File: config.mk
export PLATFORM = sky130hd
export DESIGN_NAME = jsr_residual
export DESIGN_NICKNAME = d
export VERILOG_FILES = /design/src/hdl/jsr_pkg.sv /design/src/hdl/jsr_residual.sv
export SDC_FILE = /design/constraint.sdc
export NUM_CORES = 2
export LEC_CHECK = 0
export BUFFER_PORTS_ARGS = -buffer_cell sky130_fd_sc_hd__buf_2
export CAP_MARGIN = 10
export CORE_ASPECT_RATIO = 0.5
export CORE_MARGIN = 2
export CORE_UTILIZATION = 54
export DETAILED_ROUTE_END_ITERATION = 10
export PLACE_DENSITY = 0.7
export SETUP_SLACK_MARGIN = 0.4
export SYNTH_ARGS = -nofsm -noshare
export SYNTH_HDL_FRONTEND = slang
export SYNTH_SLANG_ARGS = --single-unit
File: constraint.sdc
create_clock -name clk -period 11.7 [get_ports clk]
set_clock_uncertainty 0.05 [all_clocks]
set_input_delay 2.34 -clock clk [delete_from_list [all_inputs] [get_ports clk]]
set_output_delay 2.34 -clock clk [all_outputs]
set_load 0.03 [all_outputs]
File: src/hdl/jsr_pkg.sv
// Shared types and constants of the Jacobi five-point relaxation unit.
// No dependencies; every other file of the unit imports it.
package jsr_pkg;

  localparam int VAL_W       = 32;
  localparam int ROW_W       = 12;
  localparam int COL_W       = 10;
  localparam int RES_W       = 63;
  localparam int SQ_W        = 2 * VAL_W;
  localparam int ROWS_CFG_W  = 13;
  localparam int COLS_CFG_W  = 11;
  localparam int CFG_W       = 13;
  localparam int CFG_IDX_W   = 1;
  localparam int MAX_ROWS    = 4096;
  localparam int MAX_COLUMNS = 1024;
  localparam int MIN_SIZE    = 3;

  localparam logic [ROWS_CFG_W-1:0] ROWS_RESET = ROWS_CFG_W'(1024);
  localparam logic [COLS_CFG_W-1:0] COLS_RESET = COLS_CFG_W'(1024);
  localparam logic [RES_W-1:0]      RES_MAX    = {RES_W{1'b1}};

  typedef enum logic [CFG_IDX_W-1:0] {
    REG_GRID_ROWS    = 1'b0,
    REG_GRID_COLUMNS = 1'b1
  } cfg_reg_t;

  typedef struct packed {
    logic [ROW_W-1:0] row;
    logic [COL_W-1:0] col;
    logic             emit;
    logic             first;
    logic             last;
  } jsr_tag_t;

endpackage

File: src/hdl/jsr_residual.sv
// Squared-change multiplier stage and saturating residual accumulator.
// Depends on jsr_pkg.
module jsr_residual (
  input  logic                      clk,
  input  logic                      rst_n,
  input  logic                      sq_load,
  input  logic [jsr_pkg::VAL_W-1:0] mag,
  input  logic                      acc_step,
  input  logic                      first,
  input  logic                      emit,
  output logic [jsr_pkg::RES_W-1:0] acc_value
);
  import jsr_pkg::*;

  logic [SQ_W-1:0]  sq_r;
  logic [SQ_W-1:0]  sq_nxt;
  logic [RES_W-1:0] acc_r;
  logic [RES_W-1:0] base;
  logic [SQ_W:0]    total;

  assign sq_nxt = SQ_W'(mag) * SQ_W'(mag);

  always_ff @(posedge clk) begin
    if (sq_load) begin
      sq_r <= sq_nxt;
    end
  end

  always_comb begin
    base  = first ? '0 : acc_r;
    total = {2'b00, base} + {1'b0, sq_r};
    if (!emit) begin
      acc_value = base;
    end else if (total[SQ_W:RES_W] != '0) begin
      acc_value = RES_MAX;
    end else begin
      acc_value = total[RES_W-1:0];
    end
  end

  always_ff @(posedge clk) begin
    if (!rst_n) begin
      acc_r <= '0;
    end else if (acc_step) begin
      acc_r <= acc_value;
    end
  end

endmodule

Yosys cells after proc, flatten, opt, wreduce, memory -nomap -nowiden
Index checks and enable logic that the tools add are counted.

storage, ports and cells
  register bits after elaboration = 127
  input port bits = 38

operators by class
  $add $sub $neg = 1
  mux-type cells = 3
  reduce and logical (&&, ||, !) cells = 1
  multipliers = 1

operator list
  cell                count
  $mux W63            3
  $add A63 B64 Y65    1
  $mul A32 B32 Y64    1
  $reduce_bool A2 Y1  1

Longest topological paths before layout
  depth after elaboration = 5
  depth in mapped cells = 30
  depth with buffers taken out = 27

Least setup slack after synthesis
Ideal clock, no wire load.

  kind = input port to flip-flop
  start = input mag[14] (netlist bit)
  end = register sq_r[52] (data pin)
  library setup time = 260 ps
  arrival = 9523 ps
  stages = 26
  path buffers = 2
  slack = 1868 ps
  required time = 11390 ps
  path through = clkbuf_1 -> clkbuf_1 -> nand2_1 -> fa_1 -> inv_1 -> fa_1 -> inv_1 -> fa_1 -> fa_1 -> inv_1 -> fa_1 -> fa_1 -> inv_1 -> fa_1 -> fa_1 -> inv_1 -> ha_1 -> nand2_1 -> or4_1 -> o211ai_2 -> a31oi_4 -> o31ai_2 -> a41o_1 -> a221o_1 -> a21boi_0 -> xnor2_1

on the way
  longest elaborated chain between the ends = 1

ends and longest elaborated chain
  item                    line                source
  start: declaration      jsr_residual.sv:7   input logic [jsr_pkg::VAL_W-1:0] mag,
  $mul A32 B32 Y64        jsr_residual.sv:21  assign sq_nxt = SQ_W'(mag) * SQ_W'(mag);
  named net sq_nxt[52]    jsr_residual.sv:16  logic [SQ_W-1:0] sq_nxt;
  end signal: assignment  jsr_residual.sv:25  sq_r <= sq_nxt;
  end: declaration        jsr_residual.sv:15  logic [SQ_W-1:0] sq_r;

The timed path passes the listed nets, and every way through them passes these cells.
A chain may end at the register's enable or synchronous reset.

Final worst setup path
  start = input mag[4] (netlist bit)
  end = register sq_r[52] (data pin)

The elaborated chain is that of the path after synthesis.

==> out/metrics.cfg <==
[floorplan]
start_util=0.547
die_y_um=194
dieArea_sq_um=74400
rows=69
die_w_um=384
core_sq_um=71100
ioPinCount=101

[setup_path]
max_stage_delay_ns=0.65
cp_common_cell=fa_1
path_class=input pin to flop
arrival_ns=10.36
path_max_fanout=33
crit_path_top_delay_cell=buf_2
required_ns=11.82
reg2reg_from=acc_r[7]$_SDFFE_PN0P_
cp-start-kind=input pin
startpoint=mag[4]
endpoint_kind=flop

[finish]
syn2layout_area_growth_pct=4.60
layout.nets=5454
regArea_sq_um=3150
multiInputGateArea_sq_um=31300
fillCellCount=6329
n_antenna_cell=0
drive_gt1_frac=0.0507

[logic_synthesis]
synthesis.area_sq_um=38900
ys_warn_count=0
syn_nets=5488
ys.flop_type=edfxtp_1
synthAdderAreaFrac=0.522
synth-seq-cells=126
synthMuxAreaShare=0.00212
synth-xor-area-share=0.0338
synth_edf_count=63
synth_largest_area_cell=fa_1
synth_top_cell_area_share=0.406
netlist_instances=4300
synth_compound_area_frac=0.0989
syn_area_per_cell_sq_um=9.05
synth_simple_gate_area_frac=0.148
seq_area_frac_synth=0.0810
async_flop_share=0
ys_types=91
synth_top_family_by_area=adder cells
synthTopCellsByArea=fa_1 41%, ha_1 12%, inv_1 9.6%, edfxtp_1 4.9%, and2_1 4.0%

[flow_run]
cap_violations=0

[cts]
cts_setup_buffers=0
cts_hold_buffers=0
tritoncts=built
cts_root_buf=clkbuf_16
ctsResizeCount=0
clk_pin_slew_ns=0.07
cts_inserted_buffers=17
insertion_delay_ns=0.43
clk_path_buf_depth=2
cts_max_level=4
cts_sinks=126

[hold_path]
holdCritStartpoint=acc_r[62]$_SDFFE_PN0P_
min_path_type=flop to flop

[routing]
firstDrtPassIters=7
route.detailed.drc=0
wl_per_cell_um=20.2
drtIter0Drc=2425
antenna_left=0
vias_per_cell=5.58
via_count=29200
wirelength_um=106000

[timing]
fin_hold_ws_ns=0.408
clock.fmax_ghz=0.0977
tightest_slew_ns=1.03
final-setup-viol-count=0
final.min_clock_period_ns=10.24
maxSlewHeadroom=0.316
finalHoldViolations=0
rsz0062_at_grt=false
fin_setup_tns_ns=0
maxSlewViolCount=0
fin_crit_sh=0.875

[status]
status=complete, no violations

[grt]
grt_pass1_wl_um=169000
antenna_found_initial=1
grt_max_degree=68
grt_usage=0.290
overflow=0
grt_pass1_vias=30600

[placement]
gp_congestion=0.935
dp_hpwl_um=85900
io_buffers=100

registers in the layout, summed over array words and instances (netlist names):
signal,cells
acc_r,63
sq_r,63
cells in the mapped netlist (53+ instances only):
library cell and instances:
inv_1 991, fa_1 790, and2_1 251, a32o_1 53, nor2b_1 127, nor2_1 208
xnor2_1 89, o21ai_0 74, a21oi_1 153, edfxtp_1 63, nand2b_1 65, dfxtp_1 63
clkbuf_1 168, ha_1 360, nand2_1 350, a21o_1 61, xor2_1 61
routing by layer:
layer	routed length, um	up-vias	track usage
li1	-	13200	-
met1	48100	14700	0.435
met2	45700	1197	0.436
met3	9970	118	0.0598
met4	1950	0	0.0597
met5	0	-	0
cell type report:
class | instances | area share
inverter | 993 | 0.0915
tap | 958 | 0.0294
sequential | 126 | 0.0774
multi-input combinational | 3000 | 0.770
clock buffer | 18 | 0.0111
timing repair buffer | 128 | 0.0178
clock inverter | 14 | 0.00323
worst max-delay path: cells and delay by family:
kind / cells / cell delay (ns)
buffers and inverters: 5 / 0.86
AOI/OAI and AO/OA: 7 / 1.70
adders and majority gates: 9 / 4.16
and+or+nand+nor: 3 / 0.90
xor gates and xnor gates: 2 / 0.38
per-stage QoR:
step / setup WS [ns] / util / instance area [sq um] / std cells
finish: 1.46 / 0.572 / 40700 / 5237
global route: 1.05 / 0.572 / 40700 / 5237
CTS: 1.51 / 0.572 / 40700 / 5236
detailed placement: 1.07 / 0.564 / 40100 / 5204
global placement: 1.24 / 0.564 / 40100 / 5204
floorplan: 1.87 / - / 38900 / 4300
logic make-up (layout without fill, tap and decap cells):
family | count (synthesis) | in the layout
buffers and inverters | 1174 | 1153
adders and majority gates | 1150 | 1150
and+or+nand+nor | 1149 | 1149
AOI/OAI and AO/OA | 543 | 543
xor gates and xnor gates | 150 | 150
DFF | 126 | 126
muxes | 8 | 8
placed cells by master, fill, tap and decap left out, types with 42 or more instances in the layout:
master	Yosys	layout
nor2_1	208	208
fa_1	790	790
xor2_1	61	61
dfxtp_1	63	63
a21o_1	61	61
inv_1	991	991
nand3_1	42	42
a21oi_1	153	153
xnor2_1	89	89
buf_2	5	100
nand2_1	350	349
and2_1	251	251
a32o_1	53	53
nor2b_1	127	127
nand2b_1	65	65
edfxtp_1	63	63
ha_1	360	360
o21ai_0	74	74
final timing paths:
check,endpoint,slack (ns),cells after the start
worst max-delay path,sq_r[52]$_DFFE_PP_,1.46,26
worst min-delay path,acc_r[62]$_SDFFE_PN0P_,0.41,2
worst max register to register,acc_r[41]$_SDFFE_PN0P_,7.67,12
worst min register to register,acc_r[62]$_SDFFE_PN0P_,0.41,2
Power is left out: the tool's default activity adds up to more than one toggle a clock period on the data nets, which glitch-free logic cannot reach.
