<file path="src/hdl/jsr_pkg.sv">
// Shared types and constants of the Jacobi five-point relaxation unit.
// No dependencies; every other file of the unit imports it.
package jsr_pkg;

  localparam int VAL_W       = 32;
  localparam int ROW_W       = 12;
  localparam int COL_W       = 10;
  localparam int RES_W       = 63;
  localparam int SQ_W        = 2 * VAL_W;
  localparam int ROWS_CFG_W  = 13;
  localparam int COLS_CFG_W  = 11;
  localparam int CFG_W       = 13;
  localparam int CFG_IDX_W   = 1;
  localparam int MAX_ROWS    = 4096;
  localparam int MAX_COLUMNS = 1024;
  localparam int MIN_SIZE    = 3;

  localparam logic [ROWS_CFG_W-1:0] ROWS_RESET = ROWS_CFG_W'(1024);
  localparam logic [COLS_CFG_W-1:0] COLS_RESET = COLS_CFG_W'(1024);
  localparam logic [RES_W-1:0]      RES_MAX    = {RES_W{1'b1}};

  typedef enum logic [CFG_IDX_W-1:0] {
    REG_GRID_ROWS    = 1'b0,
    REG_GRID_COLUMNS = 1'b1
  } cfg_reg_t;

  typedef struct packed {
    logic [ROW_W-1:0] row;
    logic [COL_W-1:0] col;
    logic             emit;
    logic             first;
    logic             last;
  } jsr_tag_t;

endpackage

</file>
<file path="src/hdl/jsr_stencil.sv">
// Five-point window and quarter-sum datapath with the change magnitude.
// Depends on jsr_pkg.
module jsr_stencil (
  input  logic                      clk,
  input  logic                      adv,
  input  logic [jsr_pkg::VAL_W-1:0] cur_val,
  input  logic [jsr_pkg::VAL_W-1:0] mid_q,
  input  logic [jsr_pkg::VAL_W-1:0] up_q,
  output logic [jsr_pkg::VAL_W-1:0] new_value,
  output logic [jsr_pkg::VAL_W-1:0] mag
);
  import jsr_pkg::*;

  logic [VAL_W-1:0] win1_r;
  logic [VAL_W-1:0] win2_r;
  logic [VAL_W-1:0] up_prev_r;
  logic [VAL_W-1:0] cell_prev_r;
  logic [VAL_W+1:0] sum;
  logic [VAL_W:0]   diff;
  logic [VAL_W:0]   diff_neg;

  // left = win1, center = win2, right = mid_q, top = up_prev, bottom = cell_prev
  always_comb begin
    sum = {{2{win1_r[VAL_W-1]}}, win1_r} + {{2{mid_q[VAL_W-1]}}, mid_q}
        + {{2{up_prev_r[VAL_W-1]}}, up_prev_r}
        + {{2{cell_prev_r[VAL_W-1]}}, cell_prev_r};
    new_value = sum[VAL_W+1:2];
    diff      = {new_value[VAL_W-1], new_value} - {win2_r[VAL_W-1], win2_r};
    diff_neg  = -diff;
    mag       = diff[VAL_W] ? diff_neg[VAL_W-1:0] : diff[VAL_W-1:0];
  end

  always_ff @(posedge clk) begin
    if (adv) begin
      win1_r      <= win2_r;
      win2_r      <= mid_q;
      up_prev_r   <= up_q;
      cell_prev_r <= cur_val;
    end
  end

endmodule

</file>
<file path="config.mk">
export PLATFORM = sky130hd
export DESIGN_NAME = jsr_stencil
export DESIGN_NICKNAME = d
export VERILOG_FILES = /design/src/hdl/jsr_pkg.sv /design/src/hdl/jsr_stencil.sv
export SDC_FILE = /design/constraint.sdc
export NUM_CORES = 1
export LEC_CHECK = 0
export ABC_AREA = 1
export BUFFER_PORTS_ARGS = -buffer_cell sky130_fd_sc_hd__buf_2
export CORE_MARGIN = 5
export CORE_UTILIZATION = 40
export DETAILED_ROUTE_END_ITERATION = 10
export PLACE_DENSITY = 0.67
export SLEW_MARGIN = 10
export SYNTH_ARGS = -nofsm -noshare
export SYNTH_HDL_FRONTEND = slang
export SYNTH_SLANG_ARGS = --single-unit
</file>
<file path="constraint.sdc">
create_clock -name clk -period 10.8 [get_ports clk]
set_input_delay 2.16 -clock clk [delete_from_list [all_inputs] [get_ports clk]]
set_output_delay 2.16 -clock clk [all_outputs]
set_load 0.02 [all_outputs]
</file>
### Word-level counts from Yosys, hierarchy flattened

Index checks and enable logic that the tools add are counted.
Widths: inputs -> output; s select.

| word-level totals | value |
|---|---|
| output and inout port bits | 64 |
| flip-flop bits (word level) | 128 |
| input port bits | 98 |
| logic and storage cells | 10 |

| cells by class | value |
|---|---|
| multiplexer cells | 1 |
| add/sub/neg operators | 5 |

Operators with widths:

| operator | count |
|---|---|
| $add 33x32->34 | 1 |
| $add 34x34->34 | 1 |
| $add 32x32->33 | 1 |
| $sub 32x32->33 | 1 |
| $mux 32 | 1 |
| $neg 32->32 | 1 |

### Longest topological paths before layout

| logic depth | value |
|---|---|
| depth in word-level cells | 6 |
| depth in mapped cells | 35 |

### Worst setup path before layout

Ideal clock, no wire load.

| path | value |
|---|---|
| path kind | input -> output |
| from | in mid_q[1] (netlist bit) |
| to | out mag[1] (netlist bit) |
| setup slack | 1.264 ns |
| cell stages on the path | 28 |
| data required time | 8.640 ns |
| path buffers | 1 |
| data arrival time | 7.376 ns |
| cell sequence | inv_1 fa_1 inv_1 fa_1 nand2_1 nor2_1 inv_1 fa_1 o21ai_0 a21boi_1 o21ai_0 a21oi_1 o21ai_1 a21oi_1 xnor2_1 ha_1 nand2_1 nand2_1 inv_1 nor2_1 nor2_1 nand2_1 a21oi_1 nand2_1 a21oi_1 o21ai_4 buf_2 o21ai_0 |

RTL lines:

| element | line | RTL |
|---|---|---|
| start, declared | jsr_stencil.sv:7 | `input logic [jsr_pkg::VAL_W-1:0] mid_q,` |
| $add 32x32->33 | jsr_stencil.sv:24 | `sum = {{2{win1_r[VAL_W-1]}}, win1_r} + {{2{mid_q[VAL_W-1]}}, mid_q}` |
| $add 33x32->34 | jsr_stencil.sv:25 | `+ {{2{up_prev_r[VAL_W-1]}}, up_prev_r}` |
| $add 34x34->34 | jsr_stencil.sv:26 | `+ {{2{cell_prev_r[VAL_W-1]}}, cell_prev_r};` |
| via new_value (one bit) | jsr_stencil.sv:9 | `output logic [jsr_pkg::VAL_W-1:0] new_value,` |
| $sub 32x32->33 | jsr_stencil.sv:28 | `diff = {new_value[VAL_W-1], new_value} - {win2_r[VAL_W-1], win2_r};` |
| $mux 32 | jsr_stencil.sv:30 | `mag = diff[VAL_W] ? diff_neg[VAL_W-1:0] : diff[VAL_W-1:0];` |
| end, declared | jsr_stencil.sv:10 | `output logic [jsr_pkg::VAL_W-1:0] mag` |

The timed path passes the listed nets, and every way through them passes these cells.

### Worst setup path after layout

| path | value |
|---|---|
| from | in mid_q[1] (netlist bit) |
| to | out mag[10] (netlist bit) |

| on the way | value |
|---|---|
| cells in the longest elaborated chain, start to end | 6 |

RTL lines:

| element | line | RTL |
|---|---|---|
| $add 32x32->33 * | jsr_stencil.sv:24 |  |
| $add 33x32->34 * | jsr_stencil.sv:25 |  |
| $add 34x34->34 * | jsr_stencil.sv:26 |  |
| $sub 32x32->33 * | jsr_stencil.sv:28 |  |
| $neg 32->32 | jsr_stencil.sv:29 | `diff_neg = -diff;` |
| $mux 32 * | jsr_stencil.sv:30 |  |

Mark *: on every way between the ends. The rest lies on a longest branch, timed or not.

==> Implementation_results.wiki <==
{| class="wikitable"
! Metric !! Value
|-
| Status || finished, final reports clean
|-
| Fraction of final layout cells with drive strength greater than 1 || 13.8%
|-
| DRT Pass-1 Iters || 5
|-
| Cts hold-fix bufs || 0
|-
| Setup repair bufs after CTS || 0
|-
| Class of the worst hold path || register to register
|-
| Leading cell types in the layout, fill and taps excluded || sky130_fd_sc_hd__nand2_1 (373), sky130_fd_sc_hd__inv_1 (361), sky130_fd_sc_hd__buf_2 (160), sky130_fd_sc_hd__edfxtp_1 (128), sky130_fd_sc_hd__nor2_1 (100)
|-
| CTS Root Buffer Type || sky130_fd_sc_hd__clkbuf_16
|-
| Area delta synth->final || 16.1%
|-
| Number of CTS-inserted buffers || 17
|-
| Core Area || 27100 um2
|-
| Minimum clock period || about 10 ns
|-
| Delay of the slowest cell on the worst path || 0.53 ns
|-
| Count of flip-flops with a built-in enable after synthesis || 128
|-
| Die extent in x || between 150 and 200 um
|-
| Half-perimeter wire length after detailed placement || roughly 23000 um
|-
| Number of global-route vias before repair || 9109
|-
| Max-cap violation count || 0
|-
| GRT Total Usage || 18.3%
|-
| Area of the multi-input gates || 5820 um2
|-
| Antenna-violating nets left || 0
|-
| Remaining max-slew budget at the tightest pin || 34.3%
|-
| Flops & latches, synth || 128
|-
| Required arrival time at the worst endpoint || 8.64 ns
|-
| Detailed-route via count || 9088
|-
| Fin Clk Skew || 0.00691 ns
|-
| WL final || 27600 um
|-
| Maximum number of pins on one net before global-route repair || 81
|-
| Worst-path clk slew || ~0.06 ns
|-
| Number of slew-limit violations in the final report || 0
|-
| Unrepaired setup endpoints after global routing || no
|-
| Congestion Overflow GR || 0
|-
| Initial cell density of the core || 40.8%
|-
| Worst flop-to-flop path endpoint || win1_r[7]$_DFFE_PP_
|-
| Post-layout nets || between 1500 and 2000
|-
| Total negative slack for setup checks || 0 ns
|-
| Fraction of the cycle the final worst path needs || 95.6%
|-
| Number of cells produced by synthesis || between 1000 and 1500
|-
| Critical path launch point type || input port
|-
| Net Count, Synth || between 1500 and 2000
|-
| FF+latch area || 3840 um2
|-
| Capturing instance or port of the critical path || mag[10]
|-
| Port buffer count || approximately 160
|-
| Synthesized area || 11100 um2
|-
| Cell occurring most often along the worst timing path || sky130_fd_sc_hd__nand2_1
|-
| Async set or reset register ratio after synthesis || 0%
|-
| Via-to-Cell Ratio || approximately 4.6
|-
| Die footprint || 31100 um2
|-
| Clock Tree Buf Depth || 2
|-
| Achievable frequency || 96.9 MHz
|-
| Number of levels in the clock H-tree || 4
|-
| Final number of setup-violating endpoints || 0
|-
| Setup CP Type || input port to primary output
|-
| Standard-cell row count || 60
|-
| Worst hold path stage count || 0
|-
| Flop2flop setup slack || ~10 ns
|-
| Library cells used by synthesis || 39
|-
| R2r worst-path depth || 0
|-
| Wire length of the first global-routing pass || 45200 um
|-
| Die height || 176 um
|-
| WP data arrival || 8.16 ns
|-
| Worst setup EP type || primary output
|-
| Crit Path Max Fanout || 43
|-
| Per-instance average area after synthesis || 7.84 um2
|-
| Count of unresolved DRC violations after routing || 0
|-
| PostCTS Resize Cnt || 0
|-
| 1st-iter DRT viols || 515
|-
| Top-Level Pins || 162
|-
| R2r startpoint || win2_r[7]$_DFFE_PP_
|-
| Number of antenna violations at the first check in global routing || 0
|-
| Critical Path Source || mid_q[1]
|-
| Number of diodes added for antenna fixing || 0
|-
| # clock sinks || 128
|-
| Routability congestion estimate from global placement || 0.879
|-
| Slew at the pin with the worst max-slew slack || 0.986 ns
|-
| Average wire length per cell after detail routing || 14.0 um
|-
| Ys flop type || sky130_fd_sc_hd__edfxtp_1
|-
| Slowest library cell on the worst path || sky130_fd_sc_hd__fa_1
|-
| Clock Latency Late Sink || 0.42 ns
|-
| Warning count from the yosys run || 0
|-
| Commonest non-fill, non-tap cell in the layout || sky130_fd_sc_hd__nand2_1
|-
| Fill cells || 2693
|-
| Sequential-to-total area share from yosys stat || 34.8%
|-
| CTS tree || built
|-
| Final hold violation count || 0
|}
kinds of logic after synthesis:
kind of cell | count (synthesis) | synth area share, %
AOI/OAI and AO/OA | 128 | 6.49
DFF | 128 | 34.8
xor gates and xnor gates | 50 | 3.96
adders and majority gates | 130 | 19.2
and+or+nand+nor | 608 | 23.0
buffers and inverters | 366 | 12.5
cells in the mapped netlist (2+ instances only):
library cell	number	area share (%)
sky130_fd_sc_hd__o21a_1	2	0.14
sky130_fd_sc_hd__xnor2_1	15	1.2
sky130_fd_sc_hd__inv_1	361	12
sky130_fd_sc_hd__xor2_1	35	2.8
sky130_fd_sc_hd__a21o_1	4	0.27
sky130_fd_sc_hd__nor2_1	100	3.4
sky130_fd_sc_hd__fa_1	66	12
sky130_fd_sc_hd__o211ai_1	2	0.14
sky130_fd_sc_hd__nand3b_1	5	0.34
sky130_fd_sc_hd__o21bai_1	3	0.20
sky130_fd_sc_hd__nand3_2	4	0.36
sky130_fd_sc_hd__nand2_1	373	13
sky130_fd_sc_hd__nand3_1	73	3.3
sky130_fd_sc_hd__edfxtp_1	128	35
sky130_fd_sc_hd__a21boi_0	2	0.14
sky130_fd_sc_hd__o21ai_1	10	0.45
sky130_fd_sc_hd__nor4_1	2	0.11
sky130_fd_sc_hd__nand4_1	12	0.68
sky130_fd_sc_hd__ha_1	64	7.2
sky130_fd_sc_hd__nor2_2	10	0.57
sky130_fd_sc_hd__nand2_2	10	0.57
sky130_fd_sc_hd__o21ai_0	31	1.4
sky130_fd_sc_hd__nor3_1	12	0.54
sky130_fd_sc_hd__and2_1	4	0.23
sky130_fd_sc_hd__a21oi_1	60	2.7
sky130_fd_sc_hd__buf_4	3	0.20
sky130_fd_sc_hd__o221ai_1	2	0.16
sky130_fd_sc_hd__a31oi_1	6	0.34
layer usage:
| layer | wire, um | GRT usage, % | vias up | share of wire (%) |
|---|---|---|---|---|
| li1 | - | - | 4738 | - |
| met1 | 13200 | 25.7 | 4102 | 48 |
| met2 | 12300 | 28.7 | 204 | 45 |
| met3 | 1410 | 2.89 | 44 | 5.1 |
| met4 | 729 | 6.34 | 0 | 2.6 |
| met5 | 0 | 0 | - | 0 |
stage by stage:
| stage | cell area [um2] | instances | utilization [%] | hold slack, ns | setup WS (ns) |
|---|---|---|---|---|---|
| floorplan | 11100 | 1410 | - | 0.426 | 1.26 |
| CTS | 12800 | 1973 | 47.3 | 0.450 | 0.485 |
| detailed placement | 12300 | 1943 | 45.5 | 0.434 | 0.507 |
| finish | 12800 | 1973 | 47.3 | 0.451 | 0.476 |
| global placement | 12300 | 1943 | 45.5 | 0.433 | 0.529 |
| global route | 12800 | 1973 | 47.3 | 0.468 | 0.0358 |
area by class of cell:
type	instances	share of cell area, %
tap	372	3.63
sequential	128	30.0
clock inverter	13	0.585
inverter	362	10.6
timing repair buffer	165	6.56
multi-input combinational	916	45.4
clock buffer	17	3.32
worst min path at each step:
stage                               startpoint                    to  slack, ns
after CTS                 win2_r[27]$_DFFE_PP_  win1_r[27]$_DFFE_PP_       0.45
after floorplan           win2_r[10]$_DFFE_PP_  win1_r[10]$_DFFE_PP_       0.43
after detailed placement  win2_r[31]$_DFFE_PP_  win1_r[31]$_DFFE_PP_       0.43
final                     win2_r[31]$_DFFE_PP_  win1_r[31]$_DFFE_PP_       0.45
after global placement    win2_r[30]$_DFFE_PP_  win1_r[30]$_DFFE_PP_       0.43
after global routing       win2_r[2]$_DFFE_PP_   win1_r[2]$_DFFE_PP_       0.47
critical path, delay by kind of cell:
family,cells,cell delay (ns)
adders and majority gates,4,1.80
xor gates and xnor gates,2,0.55
and+or+nand+nor,10,0.95
buffers and inverters,7,0.85
AOI/OAI and AO/OA,9,1.85
registers in the layout (all words and copies together) (netlist names):
register	flops
cell_prev_r	32
up_prev_r	32
win1_r	32
win2_r	32
Power is not shown: default switching activity piles up to over one toggle a cycle in this logic, so the estimate is an artifact.
